===== src/sv/wre_pkg.sv =====
// Shared types and constants for the windowed RMS envelope block.
`default_nettype none

package wre_pkg;

    // Width of the amplitude field on the result port.
    localparam int AMP_W = 12;

    // Markers that travel with each result.
    typedef struct packed {
        logic run_last;
        logic scan_end;
    } t_flags;

endpackage

`default_nettype wire


===== src/sv/windowed_rms_envelope.sv =====
// Top level: moving-window RMS envelope of one ADC scan with integer square root.
// Each sample is taken only in the idle state, so no new sample enters while the results of the
// previous one are summed or handed to the root; a last sample flushes the remaining positions.
// Reset (synchronous, active low) clears the sample count and all handshake state; the sample
// window is not cleared, as each scan writes an entry before it is read.
`default_nettype none

module windowed_rms_envelope #(
    parameter int WINDOW      = 8,
    parameter int SAMPLE_BITS = 12
) (
    input  logic                         i_clk,
    input  logic                         i_rst_n,
    input  logic                         i_in_valid,
    output logic                         o_in_ready,
    input  logic [SAMPLE_BITS-1:0]       i_sample,
    input  logic                         i_is_last,
    output logic                         o_out_valid,
    input  logic                         i_out_ready,
    output logic [wre_pkg::AMP_W-1:0]    o_amplitude,
    output logic                         o_run_last,
    output logic                         o_scan_end
);

    import wre_pkg::*;

    localparam int AW   = $clog2(WINDOW);
    localparam int SUMW = 2 * SAMPLE_BITS - 1 + $clog2(WINDOW);

    logic                   wr_en;
    logic [AW-1:0]          rd_idx;
    logic [SAMPLE_BITS-1:0] rd_mag;
    logic                   job_vld;
    logic                   job_rdy;
    logic [SUMW-1:0]        job_sum;
    t_flags                 job_flags;
    t_flags                 out_flags;

    wre_window #(
        .WINDOW      (WINDOW),
        .SAMPLE_BITS (SAMPLE_BITS)
    ) u_window (
        .i_clk     (i_clk),
        .i_wr_en   (wr_en),
        .i_wr_data (i_sample),
        .i_rd_idx  (rd_idx),
        .o_rd_mag  (rd_mag)
    );

    wre_accum #(
        .WINDOW      (WINDOW),
        .SAMPLE_BITS (SAMPLE_BITS)
    ) u_accum (
        .i_clk       (i_clk),
        .i_rst_n     (i_rst_n),
        .i_in_valid  (i_in_valid),
        .o_in_ready  (o_in_ready),
        .i_is_last   (i_is_last),
        .o_wr_en     (wr_en),
        .o_rd_idx    (rd_idx),
        .i_rd_mag    (rd_mag),
        .o_job_vld   (job_vld),
        .i_job_rdy   (job_rdy),
        .o_job_sum   (job_sum),
        .o_job_flags (job_flags)
    );

    wre_root #(
        .WINDOW      (WINDOW),
        .SAMPLE_BITS (SAMPLE_BITS)
    ) u_root (
        .i_clk       (i_clk),
        .i_rst_n     (i_rst_n),
        .i_job_vld   (job_vld),
        .o_job_rdy   (job_rdy),
        .i_job_sum   (job_sum),
        .i_job_flags (job_flags),
        .o_out_valid (o_out_valid),
        .i_out_ready (i_out_ready),
        .o_amplitude (o_amplitude),
        .o_out_flags (out_flags)
    );

    assign o_run_last = out_flags.run_last;
    assign o_scan_end = out_flags.scan_end;

    // A finished window sum must wait, unchanged, until the root unit takes it.
    a_job_hold : assert property (@(posedge i_clk) disable iff (!i_rst_n)
        job_vld && !job_rdy |=> job_vld && $stable(job_sum))
        else $error("window sum changed before transfer to the root unit");

    // A new sample must never shift the window while a sum is still awaiting hand-off.
    a_in_idle : assert property (@(posedge i_clk) disable iff (!i_rst_n)
        i_in_valid && o_in_ready |-> !job_vld)
        else $error("sample taken while a window sum was pending");

    a_job_flags : assert property (@(posedge i_clk) disable iff (!i_rst_n)
        job_vld && job_flags.scan_end |-> job_flags.run_last)
        else $error("scan end marked on a result that does not close its item");

    a_out_flags : assert property (@(posedge i_clk) disable iff (!i_rst_n)
        o_out_valid && o_scan_end |-> o_run_last)
        else $error("scan end without run last on the result port");

endmodule

`default_nettype wire


===== src/sv/wre_window.sv =====
// Sample shift line, newest first, with one read port that returns the centred magnitude.
`default_nettype none

module wre_window #(
    parameter int WINDOW      = 8,
    parameter int SAMPLE_BITS = 12,
    localparam int AW         = $clog2(WINDOW)
) (
    input  logic                   i_clk,
    input  logic                   i_wr_en,
    input  logic [SAMPLE_BITS-1:0] i_wr_data,
    input  logic [AW-1:0]          i_rd_idx,
    output logic [SAMPLE_BITS-1:0] o_rd_mag
);

    localparam logic [SAMPLE_BITS-1:0] MID = {1'b1, {(SAMPLE_BITS-1){1'b0}}};

    logic [SAMPLE_BITS-1:0] r_taps [WINDOW];
    logic [SAMPLE_BITS-1:0] rd_data;

    always_ff @(posedge i_clk) begin
        if (i_wr_en) begin
            r_taps[0] <= i_wr_data;
            for (int k = 1; k < WINDOW; k++) begin
                r_taps[k] <= r_taps[k-1];
            end
        end
    end

    assign rd_data  = r_taps[i_rd_idx];
    // Distance from mid-scale; the top bit tells which side of it the sample lies.
    assign o_rd_mag = rd_data[SAMPLE_BITS-1] ? (rd_data - MID) : (MID - rd_data);

endmodule

`default_nettype wire


===== src/sv/wre_accum.sv =====
// Result sequencer and sum-of-squares accumulator over one window per result.
`default_nettype none

module wre_accum #(
    parameter int WINDOW      = 8,
    parameter int SAMPLE_BITS = 12,
    localparam int AW         = $clog2(WINDOW),
    localparam int SUMW       = 2 * SAMPLE_BITS - 1 + $clog2(WINDOW)
) (
    input  logic                   i_clk,
    input  logic                   i_rst_n,
    input  logic                   i_in_valid,
    output logic                   o_in_ready,
    input  logic                   i_is_last,
    output logic                   o_wr_en,
    output logic [AW-1:0]          o_rd_idx,
    input  logic [SAMPLE_BITS-1:0] i_rd_mag,
    output logic                   o_job_vld,
    input  logic                   i_job_rdy,
    output logic [SUMW-1:0]        o_job_sum,
    output wre_pkg::t_flags        o_job_flags
);

    import wre_pkg::*;

    localparam int CW   = $clog2(WINDOW + 1);
    localparam int SQW  = 2 * SAMPLE_BITS - 1;

    localparam logic [CW-1:0] WIN_C    = CW'(WINDOW);
    localparam logic [CW-1:0] WIN_M1_C = CW'(WINDOW - 1);
    localparam logic [AW-1:0] HALF_A   = AW'(WINDOW / 2);
    localparam logic [AW-1:0] LAST_J   = AW'(WINDOW - 1);

    localparam logic [1:0] S_IDLE  = 2'd0;
    localparam logic [1:0] S_SWEEP = 2'd1;
    localparam logic [1:0] S_DRAIN = 2'd2;
    localparam logic [1:0] S_HAND  = 2'd3;

    logic [1:0]    r_state, n_state;
    logic [CW-1:0] r_seen, n_seen;
    logic [AW-1:0] r_newest, n_newest;
    logic [AW-1:0] r_q, n_q;
    logic [AW-1:0] r_qend, n_qend;
    logic [AW-1:0] r_j, n_j;
    logic          r_last, n_last;

    logic                   r_v1, r_f1, r_l1;
    logic                   r_v2, r_f2, r_l2;
    logic [SAMPLE_BITS-1:0] r_mag;
    logic [SQW-1:0]         r_sq;
    logic [SUMW-1:0]        r_acc;

    logic                     accept;
    logic [CW-1:0]            seen_inc;
    logic [AW-1:0]            newest;
    logic                     emit;
    logic [AW-1:0]            q_start;
    logic [AW-1:0]            q_end;
    logic [AW:0]              base_w;
    logic [AW-1:0]            base;
    logic [2*SAMPLE_BITS-1:0] sq_full;
    logic                     run_last;

    assign accept   = i_in_valid && (r_state == S_IDLE);
    assign seen_inc = (r_seen < WIN_C) ? (r_seen + CW'(1)) : r_seen;
    assign newest   = AW'(seen_inc - CW'(1));
    // A full window is reached on the sample that fills it; the last sample flushes.
    assign emit     = (r_seen >= WIN_M1_C) || i_is_last;
    // Once the window has been full before, the leading positions are already out.
    assign q_start  = (r_seen >= WIN_C) ? HALF_A : '0;
    assign q_end    = i_is_last ? newest : HALF_A;

    // Leading positions share the scan's first window; later ones are centred.
    assign base_w = {1'b0, r_newest} - {1'b0, r_q} + {1'b0, HALF_A};
    assign base   = (r_q < HALF_A) ? r_newest : base_w[AW-1:0];

    assign o_rd_idx = (base >= r_j) ? (base - r_j) : '0;

    always_comb begin
        n_state  = r_state;
        n_seen   = r_seen;
        n_newest = r_newest;
        n_q      = r_q;
        n_qend   = r_qend;
        n_last   = r_last;
        n_j      = r_j;
        case (r_state)
            S_IDLE: begin
                if (accept) begin
                    n_seen   = i_is_last ? '0 : seen_inc;
                    n_newest = newest;
                    n_q      = q_start;
                    n_qend   = q_end;
                    n_last   = i_is_last;
                    n_j      = '0;
                    if (emit) begin
                        n_state = S_SWEEP;
                    end
                end
            end
            S_SWEEP: begin
                n_j = r_j + AW'(1);
                if (r_j == LAST_J) begin
                    n_state = S_DRAIN;
                end
            end
            S_DRAIN: begin
                if (r_v2 && r_l2) begin
                    n_state = S_HAND;
                end
            end
            S_HAND: begin
                if (i_job_rdy) begin
                    if (r_q == r_qend) begin
                        n_state = S_IDLE;
                    end else begin
                        n_q     = r_q + AW'(1);
                        n_j     = '0;
                        n_state = S_SWEEP;
                    end
                end
            end
            default: begin
                n_state = S_IDLE;
            end
        endcase
    end

    always_ff @(posedge i_clk) begin
        if (!i_rst_n) begin
            r_state  <= S_IDLE;
            r_seen   <= '0;
            r_newest <= '0;
            r_q      <= '0;
            r_qend   <= '0;
            r_last   <= 1'b0;
            r_j      <= '0;
            r_v1     <= 1'b0;
            r_v2     <= 1'b0;
        end else begin
            r_state  <= n_state;
            r_seen   <= n_seen;
            r_newest <= n_newest;
            r_q      <= n_q;
            r_qend   <= n_qend;
            r_last   <= n_last;
            r_j      <= n_j;
            r_v1     <= (r_state == S_SWEEP);
            r_v2     <= r_v1;
        end
    end

    assign sq_full = r_mag * r_mag;

    always_ff @(posedge i_clk) begin
        r_f1  <= (r_j == '0);
        r_l1  <= (r_j == LAST_J);
        r_mag <= i_rd_mag;
        r_f2  <= r_f1;
        r_l2  <= r_l1;
        r_sq  <= sq_full[SQW-1:0];
        if (r_v2) begin
            r_acc <= (r_f2 ? '0 : r_acc) + SUMW'(r_sq);
        end
    end

    assign run_last = (r_q == r_qend);

    assign o_in_ready           = (r_state == S_IDLE);
    assign o_wr_en              = accept;
    assign o_job_vld            = (r_state == S_HAND);
    assign o_job_sum            = r_acc;
    assign o_job_flags.run_last = run_last;
    assign o_job_flags.scan_end = run_last && r_last;

endmodule

`default_nettype wire


===== src/sv/wre_root.sv =====
// Digit-serial divide by the window length feeding a bit-per-step square root, with output register.
`default_nettype none

module wre_root #(
    parameter int WINDOW      = 8,
    parameter int SAMPLE_BITS = 12,
    localparam int SUMW       = 2 * SAMPLE_BITS - 1 + $clog2(WINDOW)
) (
    input  logic                         i_clk,
    input  logic                         i_rst_n,
    input  logic                         i_job_vld,
    output logic                         o_job_rdy,
    input  logic [SUMW-1:0]              i_job_sum,
    input  wre_pkg::t_flags              i_job_flags,
    output logic                         o_out_valid,
    input  logic                         i_out_ready,
    output logic [wre_pkg::AMP_W-1:0]    o_amplitude,
    output wre_pkg::t_flags              o_out_flags
);

    import wre_pkg::*;

    localparam int SB   = SAMPLE_BITS;
    localparam int RW   = $clog2(WINDOW);
    localparam int CNTW = $clog2(SB);
    localparam int DVW  = 2 * SB;
    localparam int SRW  = SB + 2;
    localparam int RSW  = SB + 4;

    localparam logic [RW:0]     WIN_R     = (RW + 1)'(WINDOW);
    localparam logic [CNTW-1:0] LAST_STEP = CNTW'(SB - 1);

    logic            r_busy;
    logic            r_ovld;
    logic [CNTW-1:0] r_cnt;
    logic [RW-1:0]   r_rem;
    logic [DVW-1:0]  r_dvd;
    logic [SRW-1:0]  r_srem;
    logic [SB-1:0]   r_root;
    t_flags          r_flags;
    logic [AMP_W-1:0] r_amp;
    t_flags          r_oflags;

    logic            take;
    logic            last_step;
    logic            hold;
    logic            step;
    logic [RW:0]     t1, t2;
    logic            q1, q2;
    logic [RW-1:0]   rem1, rem2;
    logic [RSW-1:0]  rs, trial;
    logic            ge;
    logic [SRW-1:0]  srem_n;
    logic [SB-1:0]   root_n;
    logic [AMP_W-1:0] amp_n;

    // Two restoring division steps give the next two quotient bits, which form
    // the next radicand digit of the square root.
    assign t1   = {r_rem, r_dvd[DVW-1]};
    assign q1   = (t1 >= WIN_R);
    assign rem1 = q1 ? RW'(t1 - WIN_R) : t1[RW-1:0];
    assign t2   = {rem1, r_dvd[DVW-2]};
    assign q2   = (t2 >= WIN_R);
    assign rem2 = q2 ? RW'(t2 - WIN_R) : t2[RW-1:0];

    assign rs     = {r_srem, q1, q2};
    assign trial  = RSW'({r_root, 2'b01});
    assign ge     = (rs >= trial);
    assign srem_n = ge ? SRW'(rs - trial) : SRW'(rs);
    assign root_n = {r_root[SB-2:0], ge};

    if (SB >= AMP_W) begin : g_trunc
        assign amp_n = root_n[AMP_W-1:0];
    end else begin : g_ext
        assign amp_n = {{(AMP_W - SB){1'b0}}, root_n};
    end

    assign take      = i_job_vld && !r_busy;
    assign last_step = r_busy && (r_cnt == LAST_STEP);
    // The final step waits while the previous result has not been transferred.
    assign hold      = last_step && r_ovld && !i_out_ready;
    assign step      = r_busy && !hold;

    always_ff @(posedge i_clk) begin
        if (!i_rst_n) begin
            r_busy <= 1'b0;
            r_ovld <= 1'b0;
            r_cnt  <= '0;
        end else begin
            if (take) begin
                r_busy <= 1'b1;
                r_cnt  <= '0;
            end else if (step) begin
                r_cnt <= r_cnt + CNTW'(1);
                if (last_step) begin
                    r_busy <= 1'b0;
                end
            end
            if (step && last_step) begin
                r_ovld <= 1'b1;
            end else if (i_out_ready) begin
                r_ovld <= 1'b0;
            end
        end
    end

    always_ff @(posedge i_clk) begin
        if (take) begin
            // The quotient fits in 2*SB bits, so the upper sum bits start the remainder.
            r_rem   <= RW'(i_job_sum >> DVW);
            r_dvd   <= i_job_sum[DVW-1:0];
            r_srem  <= '0;
            r_root  <= '0;
            r_flags <= i_job_flags;
        end else if (step) begin
            r_rem  <= rem2;
            r_dvd  <= r_dvd << 2;
            r_srem <= srem_n;
            r_root <= root_n;
        end
        if (step && last_step) begin
            r_amp    <= amp_n;
            r_oflags <= r_flags;
        end
    end

    assign o_job_rdy   = !r_busy;
    assign o_out_valid = r_ovld;
    assign o_amplitude = r_amp;
    assign o_out_flags = r_oflags;

endmodule

`default_nettype wire

===== config.mk =====
export PLATFORM = sky130hd
export DESIGN_NAME = windowed_rms_envelope
export DESIGN_NICKNAME = d
export VERILOG_FILES = /design/src/sv/wre_pkg.sv /design/src/sv/windowed_rms_envelope.sv /design/src/sv/wre_window.sv /design/src/sv/wre_accum.sv /design/src/sv/wre_root.sv
export SDC_FILE = /design/constraint.sdc
export NUM_CORES = 1
export LEC_CHECK = 0
export ABC_AREA = 1
export BUFFER_PORTS_ARGS = -buffer_cell sky130_fd_sc_hd__clkbuf_2
export CAP_MARGIN = 10
export CORE_MARGIN = 3
export CORE_UTILIZATION = 45
export DETAILED_ROUTE_END_ITERATION = 8
export PLACE_DENSITY = 0.6
export SLEW_MARGIN = 40
export SYNTH_ARGS = -nofsm -noshare
export SYNTH_HDL_FRONTEND = slang
export SYNTH_HIERARCHICAL = 1
export SYNTH_SLANG_ARGS = --single-unit

===== constraint.sdc =====
create_clock -name i_clk -period 4.3 [get_ports i_clk]
set_input_delay 1.075 -clock i_clk [delete_from_list [all_inputs] [get_ports i_clk]]
set_output_delay 1.075 -clock i_clk [all_outputs]
set_load 0.02 [all_outputs]

# Word level (Yosys, flattened, before mapping)
# Memories as Yosys holds them, arrays and structs flattened.
# Cells that the tools add are included.
# W data, S select, Z words.
# totals
mem_count	1
word_cells	129
register_bits	161
ram_bits	96
output_inout_bits	16
# memory_table
name	depth	width	rd	rd_ports_with_merged_regs	write_ports	line	text
u_window.r_taps	8	12	8	0	8	wre_window.sv:18	logic [SAMPLE_BITS-1:0] r_taps [WINDOW];
# op_classes
multipliers	1
n_mux	37
n_lt_le_gt_ge	8
bitwise	1
eq_ne	12
add_sub_neg	14
reduce_logical	26
# op_table
op	n
$mux W24	2
$mux W3	12
$add A26 B23 Y26	1
$mux W26	1
$mul A12 B12 Y23	1
$ge A16 B14 Y1	1
$mux W14	1
$mux W2	7
$sub A14 B14 Y14	1
$ge A4 B4 Y1 const B	3
$mux W12	1
$sub A12 B12 Y12 const A	1
$sub A12 B12 Y12 const B	1
$logic_and A1 B1 Y1	9
$pmux W3 S3	1
$sub A3 B1 Y3 const B	3
$add A4 B1 Y4 const B	2
$mux W1	8
$mux W4	2
$ne A2 B1 Y1 const B	4
$pmux W2 S4	1
$reduce_and A4 Y1	2
$reduce_bool A2 Y1	4
$add A3 B1 Y3 const B	2
other kinds (22)	28

# Depth between registers and ports, before layout
# Gate-level depths: netlist of run 1.
# logic_depth
ltp_word	8
mapped_depth	28
ltp_nobuf	26

# Cells and area by module
# The synthesis of run 1 kept the hierarchy.
# modules_own_cells
module	cells_each	n_inst	area_each_um2
wre_accum	1245	1	9206.3
wre_window	437	1	4593.2
wre_root	457	1	3863.7

# Worst setup path before layout of run 1
# No wires, ideal clock.
# synth_path
path_type	register -> register
from	reg u_accum.r_mag[3]
to	reg u_accum.r_sq[21]
synth_period_minus_slack_ps	4701
arrival_time_ps	4589
path_slack_ps	-401
path_stages_with_launch	22
setup_ps	112
path_buffers	1
cell_sequence	dfxtp_1 -> clkbuf_1 -> nand2_1 -> fa_1 -> inv_1 -> fa_1 -> inv_1 -> fa_1 -> inv_1 -> fa_1 -> inv_1 -> fa_1 -> inv_1 -> ha_1 -> nand2_1 -> a21oi_1 -> nor2_1 -> nor2_1 -> nor2_1 -> nand2_1 -> nand2_1 -> nand2_1
# synth_via
elab_chain_cells	1
# synth_rtl
item	line	text
start: declaration	wre_accum.sv:49	logic [SAMPLE_BITS-1:0] r_mag;
start signal: assignment	wre_accum.sv:158	r_mag <= i_rd_mag;
$mul A12 B12 Y23	wre_accum.sv:153	assign sq_full = r_mag * r_mag;
named net u_accum.sq_full[21]	wre_accum.sv:61	logic [2*SAMPLE_BITS-1:0] sq_full;
end signal: assignment	wre_accum.sv:161	r_sq <= sq_full[SQW-1:0];
end: declaration	wre_accum.sv:50	logic [SQW-1:0] r_sq;
# The timed path passes the listed nets, and every way through them passes these cells.
# A chain may end at the register's enable or synchronous reset.

# Worst setup path after layout of run 1
# layout_path
from	reg u_accum.r_mag[7]
to	reg u_accum.r_sq[15]
# The elaborated chain is that of the path after synthesis.

==> impl_metrics.tcl, run 1 <==
set metrics [dict create \
    finalClockSkew_ns 0.02306 \
    synthesis.area_um2 17660 \
    route.antenna.remaining_nets 0 \
    clk_transition_reported_paths_ns 0.06 \
    final_min_period_over_clock_period_pct 99.48 \
    synth.yosys.seq_area_share_pct 38.31 \
    floorplan.initialDensity_pct 46.24 \
    ys_warn_count 6 \
    slowest_stage "fa_1" \
    place_congestion 0.8703 \
    final_period_minus_worst_setup_slack_ns 4.278 \
    grt_setup_unrepaired "true" \
    final_layout_net_count 2446 \
    initialDrtViolationCount 612 \
    place.detailed.instances 2708 \
    crit_path_max_incr_delay_ns 0.53 \
    synthArstFlopShare_pct 0 \
    number_of_levels_the_h_tree_was_split_into 1 \
    synthesis.area_per_instance_um2 8.258 \
    syn-num-nets 2355 \
    area_growth_syn_to_layout_pct 14.49 \
    kind_of_start_point_of_the_critical_path "register" \
    grt_usage_pct 17.79 \
    critPathMaxFanout 7 \
    busiest_layer "met2" \
    crit_type "reg -> reg" \
    worstPathCellList "nand2_1, buf_4, fa_1, inv_1, ha_1, inv_1, fa_1, inv_1, fa_1, inv_1, fa_1, inv_1, ha_4, nand2_4, inv_4, nand3_2, a21boi_2, nor2_1, nand2_1, nand2_1" \
    detail_route.drc_violations 0 \
    cts_hold_fix_bufs 0 \
    run_status "finished, final reports clean" \
    met2_use_gr_pct 30.14 \
    yosysMostFrequentCell "nand2_1" \
    row_count 71 \
    finalMaxSlewViolations 0 \
    critical_path_required_ns 4.73 \
    global_route.usage.met3_pct 2.150 \
    grt_pass1_wl_um 61920 \
    critPathArrivalTime_ns 4.71 \
    synth_area_leader_cell "edfxtp_1" \
    use_met1_pct 24.74 \
    filler_cell_count 3598 \
    clockRootBuffer "clkbuf_16" \
    timing.max_slew.rel_slack_pct 50.39 \
    achievable-frequency_ghz 0.2338 \
    port_buffers 32 \
    share_of_final_layout_standard_cells_stronger_than_drive_strength_1_pct 17.81 \
    class_of_the_worst_hold_path "reg -> reg" \
    route.detailed.wl_per_inst_um 13.12 \
    timing_hold_violations_final 0 \
    synth_ff_type "edfxtp_1" \
    grt_total_ovfl 0 \
    drt_pre_antenna_iters 5 \
    via_count_of_the_routed_design 12920 \
    die_w_um 204.1 \
    vias_per_cell 4.677 \
    routed_wl_um 36260 \
    setup_viol 0 \
    post_synth_main_area_contributors "edfxtp_1 28%, nand2_1 13%, dfxtp_1 10%" \
    max-cap-violations 0 \
    initial_antenna_violation_count 0 \
    fp.coreArea_um2 38200 \
    worst_setup_path_end_kind "register" \
    full_die_area_um2 41670 \
    clk-insertion-delay-late_ns 0.55 \
    stdcell_count 2763 \
    max_slew.worst_pin.slew_ns 0.7402 \
    synthCells 2139 \
    cts_sink_cnt 256 \
    top_family_by_delay_on_critical_path "adder cells" \
    synth-seq-cells 256 \
    cpMostUsedCell "inv_1" \
    cts_tree "done" \
    detailed_place_hpwl_um 27670 \
    count_of_inserted_antenna_diode_cells 0 \
    netlist.area_leader.share_pct 27.88 \
    max-clock-path-buffers 3 \
    tns_ns 0 \
    timing.critical_path.buf_inv 7 \
    yosysUniqueCellTypes 58 \
    boundaryPins 33 \
    synth_enable_flop_cells 164 \
    synth_top_cells_by_count "619 x nand2_1, 454 x inv_1, 164 x edfxtp_1, 115 x ha_1, 113 x nor2_1" \
    tritoncts_buffer_count 28 \
    grt_start_max_net_pins 52 \
    grt_pass1_vias 12860 \
    dieHeight_um 204.1 \
]
## cells by family (layout without fill, tap and decap cells)
| group | Yosys count | in the layout | share of synthesized area (%) |
|---|---|---|---|
| buf+inv | 521 | 634 | 11.91 |
| flops | 256 | 256 | 38.31 |
| mux | 1 | 1 | 0.06375 |
| simple gates | 994 | 994 | 25.68 |
| compound gates | 118 | 118 | 3.854 |
| xor+xnor | 50 | 50 | 2.522 |
| fa+ha+maj | 199 | 199 | 17.67 |
## worst reg2reg max path, delay by kind of cell (launching register included)
kind	cells	cell delay [ns]
AOI/OAI and AO/OA	1	0.18
buffers and inverters	7	0.47
adders and majority gates	6	2.68
DFF	1	0.39
and+or+nand+nor	6	0.42
## cell type report
class / count / area [um2] / share of cell area, %
Clock buffer: 30 / 729.5 / 3.607
Clock inverter: 22 / 245.2 / 1.213
Tap cell: 511 / 639.4 / 3.162
Timing Repair Buffer: 109 / 785.8 / 3.885
Sequential cell: 256 / 6803 / 33.64
Multi-Input combinational cell: 1362 / 9236 / 45.67
Inverter: 473 / 1784 / 8.823
## cells in the final DEF, fill, tap and decap left out, drive strengths merged, types with 3 or more instances in the layout
cell      netlist  routed
a21o            3       3
a21oi          51      51
and2            5       5
buf            27      77
bufinv          0       5
clkbuf         21      62
clkinv          1      16
clkinvlp        0       3
dfxtp          92      92
edfxtp        164     164
fa             84      84
ha            115     115
inv           472     471
nand2         671     671
nand3         136     136
nand3b          7       7
nand4          20      20
nor2          137     137
nor3            9       9
o21ai          39      39
o21bai          5       5
o22ai          14      14
or2             7       7
xnor2          22      22
xor2           28      28
## what timing repair did
| action | 4_1_cts | 5_1_grt |
|---|---|---|
| pin swaps | 37 | 33 |
| cloned | 0 | 0 |
| endpoints found under the setup margin | 12 | 14 |
| hold endpoints to repair | 0 | 0 |
| setup buffers | 3 | 0 |
| resized for setup | 50 | 51 |
## flip-flops by register name, indices dropped and copies added (netlist names), 12 cells and up
name                count
u_window/r_taps        96
u_accum/o_job_sum      26
u_root/r_dvd           24
u_accum/r_sq           22
u_root/r_srem          14
u_accum/r_mag          12
u_root/o_amplitude     12
u_root/r_root          12
## metrics by stage
stage | setup slack (ns) | hold WS, ns | cell area [um2] | utilization (%)
floorplan | -0.01455 | 0.3096 | 17880 | -
global placement | -0.1097 | 0.3130 | 18850 | 49.35
detailed placement | -0.1789 | 0.3121 | 18850 | 49.35
CTS | -0.002713 | 0.3214 | 20020 | 52.41
global route | -0.1809 | 0.3292 | 20220 | 52.94
finish | 0.02223 | 0.3212 | 20220 | 52.94
## path summary, 6_finish.rpt
path / start / end / slack [ns] / cells after the start
setup / recovery: u_accum/r_mag[7] / u_accum/r_sq[15] / 0.02 / 20
hold / removal: u_accum/r_f1 / u_accum/r_f2 / 0.32 / 0
setup reg to reg: u_accum/r_mag[7] / u_accum/r_sq[15] / 0.02 / 20
hold reg to reg: u_accum/r_f1 / u_accum/r_f2 / 0.32 / 0
## routing by layer
| metal | share of wire (%) | wire length, um |
|---|---|---|
| met2 | 47 | 17080 |
| met1 | 48 | 17250 |
| met3 | 3.5 | 1258 |
| met5 | 0 | 0 |
| met4 | 1.9 | 673 |
Power of run 1 is left out: the tool's default activity adds up to more than one toggle a clock period on the data nets, which glitch-free logic cannot reach.
==> inputs of run 2 (changes only) <==
--- a/config.mk
+++ b/config.mk
@@ -11,7 +11,7 @@
 export CORE_MARGIN = 3
 export CORE_UTILIZATION = 45
 export DETAILED_ROUTE_END_ITERATION = 8
-export PLACE_DENSITY = 0.6
+export PLACE_DENSITY_LB_ADDON = 0.2
 export SLEW_MARGIN = 40
 export SYNTH_ARGS = -nofsm -noshare
 export SYNTH_HDL_FRONTEND = slang
==> run 2 against run 1 <==
Compared with the run above: the run now ends with setup timing left; global-route usage barely moved; hold slack improved by 0.0043 ns; sequential share of layout area is 0.095 points lower; worst setup slack worse by 0.054 ns; cell area up 0.25%; flip-flop and latch count did not move; critical path depth shrank 3.
==> impl_metrics.tcl, run 2 (synthesized netlist as in run 1, its figures left out) <==
set metrics [dict create \
    run_status "finished, violations left" \
    violated_checks "setup timing" \
    port_buffers 32 \
    preCtsSetupSlack_ns -0.1698 \
    fp.coreArea_um2 38200 \
    full_die_area_um2 41670 \
    final_period_minus_worst_setup_slack_ns 4.332 \
    grt_pass1_wl_um 62050 \
    die_w_um 204.1 \
    cts_sink_cnt 256 \
    tritoncts_buffer_count 28 \
    place.detailed.instances 2709 \
    row_count 71 \
    boundaryPins 33 \
    grt_start_max_net_pins 51 \
    count_of_inserted_antenna_diode_cells 0 \
    cts_hold_fix_bufs 0 \
    timing_hold_violations_final 0 \
    grt_total_ovfl 0 \
    worst_setup_path_end_kind "register" \
    route.detailed.wl_per_inst_um 13.37 \
    largest_register_ffs 96 \
    number_of_levels_the_h_tree_was_split_into 1 \
    setup_viol 2 \
    detailed_place_hpwl_um 27750 \
    grt_usage_pct 17.82 \
    stdcell_count 2767 \
    grt_setup_unrepaired "true" \
    finalMaxSlewViolations 0 \
    finalInstanceArea_um2 20270 \
    place_congestion 0.9004 \
    max-cap-violations 0 \
    postPlaceCellArea_um2 18860 \
    routed_wl_um 37000 \
    area_growth_syn_to_layout_pct 14.78 \
    initial_antenna_violation_count 0 \
    class_of_the_worst_hold_path "reg -> reg" \
    share_of_final_layout_standard_cells_stronger_than_drive_strength_1_pct 18.09 \
    vias_per_cell 4.756 \
    final_layout_net_count 2450 \
    dieHeight_um 204.1 \
    clk_transition_reported_paths_ns 0.06 \
    clk-insertion-delay-late_ns 0.55 \
    final_min_period_over_clock_period_pct 100.7 \
    max-clock-path-buffers 3 \
    timing.max_slew.rel_slack_pct 50.11 \
    critical_path_required_ns 4.74 \
    detail_route.drc_violations 0 \
    crit_type "reg -> reg" \
    layout.cells.most_common "nand2_1" \
    max_slew.worst_pin.slew_ns 0.7473 \
    finalClockSkew_ns 0.01840 \
    mostFrequentLayoutCells "588 x nand2_1, 435 x inv_1, 164 x edfxtp_1" \
    final_critical_path_setup_slack_ns -0.03203 \
    achievable-frequency_ghz 0.2308 \
    drt_pre_antenna_iters 5 \
    cts_tree "done" \
    critPathMaxFanout 6 \
    grt_pass1_vias 12970 \
    kind_of_start_point_of_the_critical_path "register" \
    critPathArrivalTime_ns 4.78 \
    largest-register "u_window/r_taps" \
    initialDrtViolationCount 718 \
    via_count_of_the_routed_design 13160 \
    clockRootBuffer "clkbuf_16" \
    floorplan.initialDensity_pct 46.24 \
    route.antenna.remaining_nets 0 \
    filler_cell_count 3592 \
]
[run 2: changes by cell type in the layout (fill, tap and decap cells not counted), sizes merged]
| cell | change |
|---|---|
| clkinvlp | -3 |
| bufinv | -5 |
| inv | -1 |
| buf | +4 |
| clkinv | -9 |
| clkbuf | +18 |
[run 2: cell type report]
| class | count | area, um2 | area share [%] |
|---|---|---|---|
| multi-input cells | 1362 | 9291 | 45.83 |
| flip-flops and latches | 256 | 6800 | 33.54 |
| inverters | 473 | 1784 | 8.801 |
| clock buffers | 48 | 919.6 | 4.536 |
| repair buffers | 113 | 815.8 | 4.024 |
| well taps | 511 | 639.4 | 3.154 |
| clock inverters | 4 | 22.52 | 0.1111 |
[run 2: per-layer routing]
metal	track usage [%]	vias to the layer above	routed length, um
met4	4.571	0	849
met1	23.94	6128	17130
met3	2.277	61	1317
met5	0	-	0
met2	30.60	207	17700
li1	-	6763	-
[run 2: per-stage QoR]
stage	util, %	setup TNS [ns]	hold slack [ns]
floorplan	-	-0.01455	0.3096
global placement	49.37	-0.6111	0.3117
detailed placement	49.37	-1.094	0.3199
CTS	52.16	-0.01556	0.3263
global route	53.07	-1.693	0.3354
finish	53.07	-0.04976	0.3255
[run 2: what timing repair did]
| item | 4_1_cts | 5_1_grt |
|---|---|---|
| resized for setup | 33 | 82 |
| pin swaps | 24 | 38 |
| endpoints found under the setup margin | 10 | 14 |
| setup buffers | 2 | 4 |
[run 2: final timing paths]
check,start,end,slack (ns),cells after the start
worst max register to register,u_accum/r_mag[3],u_accum/r_sq[20],-0.03,17
worst min-delay path,u_accum/r_l1,u_accum/r_l2,0.33,0
worst max-delay path,u_accum/r_mag[3],u_accum/r_sq[20],-0.03,17
worst min register to register,u_accum/r_l1,u_accum/r_l2,0.33,0
[run 2: critical path, stage by stage, from the launching register on]
cell and delay, ns:
dfxtp_4 0.40, nand2_4 0.06, fa_1 0.55, inv_2 0.04, fa_1 0.54, inv_2 0.04, fa_1 0.54, inv_2 0.04
fa_1 0.52, inv_1 0.05, fa_1 0.48, inv_2 0.04, ha_4 0.32, nand2_4 0.08, nor4_2 0.27, nand2_1 0.10
nand3_1 0.08, nand2_1 0.06
Power of run 2 is left out for the same reason.
